File: config.mk
export PLATFORM = sky130hd
export DESIGN_NAME = mtd_mac
export DESIGN_NICKNAME = d
export VERILOG_FILES = /design/src/hw/rtl/mtd_pkg.sv /design/src/hw/rtl/mtd_mac.sv
export SDC_FILE = /design/constraint.sdc
export NUM_CORES = 2
export LEC_CHECK = 0
export ABC_CLOCK_PERIOD_IN_PS = 17400
export BUFFER_PORTS_ARGS = -buffer_cell sky130_fd_sc_hd__buf_4
export CAP_MARGIN = 25
export CORE_MARGIN = 1
export CORE_UTILIZATION = 25
export DETAILED_ROUTE_END_ITERATION = 12
export PLACE_DENSITY_LB_ADDON = 0.12
export SLEW_MARGIN = 0
export SYNTH_ARGS = -nofsm -noshare
export SYNTH_HDL_FRONTEND = slang
export SYNTH_SLANG_ARGS = --single-unit
File: constraint.sdc
create_clock -name clk -period 17.4 [get_ports clk]
set_clock_uncertainty 0.05 [all_clocks]
set_input_delay 3.48 -clock clk [delete_from_list [all_inputs] [get_ports clk]]
set_output_delay 3.48 -clock clk [all_outputs]
set_load 0.1 [all_outputs]
File: src/hw/rtl/mtd_pkg.sv
package mtd_pkg;

  // defaults for the top-level parameters
  localparam int TAPS_DEF  = 4;
  localparam int DEPTH_DEF = 4096;

  // field widths
  localparam int SAMPLE_W  = 16;
  localparam int GAIN_W    = 16;
  localparam int DELAY_W   = 12;
  localparam int BUFLEN_W  = 12;
  localparam int NTAPS_W   = 3;
  localparam int CFG_W     = 28;
  localparam int CFG_IDX_W = 3;

  // datapath widths: sample x Q2.14 gain, sum of up to four, times Q2.14 master
  localparam int PROD_W  = SAMPLE_W + GAIN_W + 1;
  localparam int ACC_W   = PROD_W + 2;
  localparam int TOTAL_W = ACC_W + GAIN_W + 1;
  localparam int FRAC_SH = 28;
  localparam int Q_W     = TOTAL_W - FRAC_SH;

  // tap setting layout
  localparam int TAP_DLY_LSB = 16;

  // configuration register indexes
  typedef enum logic [CFG_IDX_W-1:0] {
    REG_BUFFER_LENGTH = 3'd0,
    REG_ACTIVE_TAPS   = 3'd1,
    REG_MIX_GAIN      = 3'd2,
    REG_TAP0          = 3'd3,
    REG_TAP1          = 3'd4,
    REG_TAP2          = 3'd5,
    REG_TAP3          = 3'd6
  } cfg_reg_t;

  // sequencer states
  typedef enum logic [1:0] {
    S_IDLE,
    S_TAP,
    S_DRAIN,
    S_DONE
  } state_t;

  // controls from the sequencer to the multiply-accumulate unit
  typedef struct packed {
    logic              start;
    logic              tap_vld;
    logic              tap_fwd;
    logic              tap_live;
    logic [GAIN_W-1:0] tap_gain;
    logic              master_en;
  } mac_ctrl_t;

endpackage

File: src/hw/rtl/mtd_mac.sv
module mtd_mac (
  input  logic                                clk,
  input  logic                                rst_n,
  input  mtd_pkg::mac_ctrl_t                  ctrl,
  input  logic signed [mtd_pkg::SAMPLE_W-1:0] sample,
  input  logic        [mtd_pkg::SAMPLE_W-1:0] rd_data,
  input  logic        [mtd_pkg::GAIN_W-1:0]   mix_gain,
  output logic                                busy,
  output logic signed [mtd_pkg::SAMPLE_W-1:0] result
);

  import mtd_pkg::*;

  logic                      s1_v_r;
  logic                      s1_fwd_r;
  logic                      s1_live_r;
  logic [GAIN_W-1:0]         s1_gain_r;
  logic                      s2_v_r;
  logic signed [PROD_W-1:0]  prod_r;
  logic signed [PROD_W-1:0]  prod_nxt;
  logic signed [SAMPLE_W-1:0] op;
  logic signed [ACC_W-1:0]   acc_r;
  logic signed [TOTAL_W-1:0] total_r;
  logic signed [TOTAL_W-1:0] total_nxt;
  logic signed [Q_W-1:0]     q;

  // stage 1: tap qualifiers wait for the registered memory read
  always_ff @(posedge clk) begin
    if (!rst_n) begin
      s1_v_r <= 1'b0;
    end else begin
      s1_v_r <= ctrl.tap_vld;
    end
  end

  always_ff @(posedge clk) begin
    s1_fwd_r  <= ctrl.tap_fwd;
    s1_live_r <= ctrl.tap_live;
    s1_gain_r <= ctrl.tap_gain;
  end

  // operand: current sample for zero delay, zero for never-written entries
  always_comb begin
    if (s1_fwd_r) begin
      op = sample;
    end else if (s1_live_r) begin
      op = $signed(rd_data);
    end else begin
      op = '0;
    end
  end

  assign prod_nxt = PROD_W'(op) * PROD_W'($signed({1'b0, s1_gain_r}));

  // stage 2: tap product
  always_ff @(posedge clk) begin
    if (!rst_n) begin
      s2_v_r <= 1'b0;
    end else begin
      s2_v_r <= s1_v_r;
    end
  end

  always_ff @(posedge clk) begin
    prod_r <= prod_nxt;
  end

  // full-precision accumulator
  always_ff @(posedge clk) begin
    if (ctrl.start) begin
      acc_r <= '0;
    end else if (s2_v_r) begin
      acc_r <= acc_r + ACC_W'(prod_r);
    end
  end

  // master gain
  assign total_nxt = TOTAL_W'(acc_r) * TOTAL_W'($signed({1'b0, mix_gain}));

  always_ff @(posedge clk) begin
    if (ctrl.master_en) begin
      total_r <= total_nxt;
    end
  end

  // floor shift then saturate to 16 bits
  assign q = total_r[TOTAL_W-1:FRAC_SH];

  always_comb begin
    if ((q[Q_W-1:SAMPLE_W-1] == '0) || (q[Q_W-1:SAMPLE_W-1] == '1)) begin
      result = q[SAMPLE_W-1:0];
    end else if (q[Q_W-1]) begin
      result = {1'b1, {(SAMPLE_W-1){1'b0}}};
    end else begin
      result = {1'b0, {(SAMPLE_W-1){1'b1}}};
    end
  end

  assign busy = s1_v_r | s2_v_r;

endmodule

==> out/metrics.yaml <==
timing.rr.end: "total_r[50]$_DFFE_PP_"
dieArea_sq_mm: 0.130
powerDensity_mw_per_mm2: 113
synth_flop_cell: "dfxtp_1"
ys_ff_latch: 112
final_cell_mix: "882 x inv_1, 724 x fa_1, 539 x nand2_1"
syn_inst: 3574
grt_pass1_vias: 25500
crit_fanout: 35
hold-path-endpoint: "s2_v_r$_SDFF_PN0_"
grt_usage_pct: 14.8
cp_top_family: "adder cells"
place_congestion: 0.766
start_util_pct: 25.2
slowest_delay_ns: 0.69
fin_crit_sh_pct: 60.2
min_path_type: "flip-flop to flip-flop"
antenna_cells: 0
cts_max_path_buffers: 2
synth_nets: 4646
htreeDepth: 3
arrival_ns: 10.59
synthXorXnorAreaFrac_pct: 2.36
muxShareOfSynthArea_pct: 0.908
coreArea_sq_mm: 0.128
yosysWarnings: 0
holdPathStages: 1
synth_top_family_by_area: "adder cells"
clk_latency_ns: 0.43
post_cts_buffers: 0
postSynthAreaPerCell_sq_um: 9.02
synth_top_area_share_pct: 45.0
final.setup.tns_ns: 0
io_buffers: 87
grt_use_met3_pct: 1.56
clock_sinks: 112
grt_max_degree: 48
hold_viol: 0
slowest_stage: "a211oi_1"
layout.nets: 4630
worstPathCellList: "buf_4, nand2_1, fa_1, inv_1, fa_1, fa_1, fa_1, fa_1, fa_1, ha_1, nand4_1, or3_1, a211oi_1, o211ai_1, a21oi_1, a21oi_1, nor4b_1, o21a_1, o22ai_1, xnor2_1"
synth_edf_count: 24
grt-ovfl-total: 0
startpoint_type: "primary input"
slew_headroom_pct: 27.5
cpMostUsedCell: "fa_1"
crit_type: "primary input to flip-flop"
rows: 131
drv_cap: 0
cts_resized: 0
fin_cells: 5225
rsz0062_at_grt: "false"
postLayoutCellArea_sq_mm: 0.0351
viasPerCell: 4.27
finalWirelength_mm: 91.6
p_total_mw: 3.96
vias: 22300
die_h_um: 361
layout_min_cycle_time_ns: 10.47
fmax_mhz: 95.5
outcome: "finished clean"
synth_cell_type_count: 71
dpl-instance-area_sq_mm: 0.0347
worst_r2r_startpoint: "acc_r[9]$_SDFFE_PP0P_"
end_kind: "flip-flop"
netlist_area_sq_mm: 0.0322
rrSetupSlack_ns: 9.39
synth_compound_area_share_pct: 5.78
hp-start: "s1_v_r$_SDFF_PN0_"
grt_first_pass_wirelength_mm: 149
required_ns: 17.52
holdBufCountCts: 0
cts_buffers: 9
die_x_um: 361
drtAntennaViolNets: 0
slew_viol_final: 0
io_pins: 88
area_growth_pct: 8.84
synthSimpleGateAreaFrac_pct: 15.5
worst_pin_slew_ns: 1.09
setup_viol: 0
path_buf_inv: 2
whs_ns: 0.399
rr_worst_depth: 21
antenna_found_initial: 5
async_flop_share_pct: 0
busiest_layer: "met2"
drive_gt1_share_pct: 4.46
clk_pin_slew_ns: 0.09
post-dp-hpwl_mm: 72.5
wire_per_inst_um: 17.5
grt_util_met1_pct: 20.2
drc: 0
cts_root_buf: "clkbuf_16"
dp_cells: 5207
vdd.ir_drop.worst_mv: 0.0917
synth_seq_area_share_pct: 7.70
synth.area.top_cells: "fa_1 45%, ha_1 11%, inv_1 10%, nand2_1 6.3%, dfxtp_1 5.5%"
first_pass_iters: 5
dr.first_iter.drc_count: 820
synthAdderAreaFrac_pct: 55.7
yosysTopAreaCell: "fa_1"
grt_use_met2_pct: 25.5
final_common_cell: "inv_1"
cts_tree: "done"
p_leak_nw: 17.6
==> worst max-delay path by stage <==
stage	from	to	slack, ns	cells past startpoint
finish	mix_gain[11]	total_r[50]$_DFFE_PP_	6.93	20
global route	mix_gain[11]	total_r[50]$_DFFE_PP_	6.39	22
CTS	mix_gain[2]	total_r[50]$_DFFE_PP_	6.74	20
detailed placement	mix_gain[2]	total_r[50]$_DFFE_PP_	6.28	20
global placement	mix_gain[2]	total_r[50]$_DFFE_PP_	6.32	20
floorplan	rd_data[4]	prod_r[32]$_DFF_P_	7.59	26
==> synthesized netlist by cell type (4+ instances only) <==
cell / count
fa_1: 724
dfxtp_1: 88
nand2b_1: 17
o21a_1: 14
and2_1: 263
o21ai_0: 34
o21ai_1: 15
nand3_1: 12
nor4_1: 4
xor2_1: 28
nand2_1: 539
a31oi_1: 8
o211ai_1: 7
and3_1: 7
a21oi_1: 73
a21o_1: 41
ha_1: 277
a21boi_0: 4
inv_1: 882
xnor2_1: 59
o21bai_1: 13
a22o_1: 9
mux2i_1: 27
a211oi_1: 8
edfxtp_1: 24
or2_2: 11
nand4_1: 11
a211o_1: 5
nor3b_1: 7
nor2_1: 70
nor2b_1: 69
nor3_1: 14
a22oi_1: 6
clkbuf_1: 144
==> metrics by stage <==
step                      worst slack [ns]  utilization, %
after floorplan                       7.59               -
after global placement                6.32            27.1
after detailed placement              6.28            27.2
after CTS                             6.74            27.4
after global routing                  6.39            27.5
final                                 6.93            27.5
==> registers in the layout, indices dropped and copies added, names as in the netlist <==
register,flops
acc_r,35
prod_r,33
total_r,24
s1_gain_r,16
s1_fwd_r,1
s1_live_r,1
s1_v_r,1
s2_v_r,1
==> worst reg2reg max path: cells and delay by family, from the launching register on <==
kind,cells,cell delay (ns)
buf+inv,3,0.14
flops,1,1.04
xor+xnor,1,0.13
fa+ha+maj,7,3.40
simple gates,3,1.02
compound gates,7,1.97
==> cells by family (layout without fill, tap and decap cells) <==
kind of cell / count (synthesis) / after routing
and+or+nand+nor: 1042 / 1042
buffers and inverters: 1029 / 1018
adders and majority gates: 1001 / 1001
AOI/OAI and AO/OA: 274 / 274
DFF: 112 / 112
xor gates and xnor gates: 87 / 87
muxes: 29 / 29
==> final cells by class <==
type	count	area [sq um]
clock buffers	9	225
clock inverters	7	76.3
fillers	13800	92600
inverters	883	3320
multi-input cells	2433	25900
flip-flops and latches	112	2480
well taps	1662	2080
repair buffers	119	1000
==> metal layers <==
| metal | routed length, um | vias to the layer above |
|---|---|---|
| li1 | - | 10500 |
| met1 | 44400 | 11500 |
| met2 | 44200 | 230 |
| met3 | 2150 | 45 |
| met4 | 840 | 6 |
| met5 | 32 | - |
==> report_power, final <==
group,switching [mW],leakage (nW),internal [mW]
Sequential,0.0707,0.972,0.395
Clock,0.127,0.140,0.102
Combinational,1.92,16.5,1.35
Note: power is estimated with default switching activity, not from simulation.
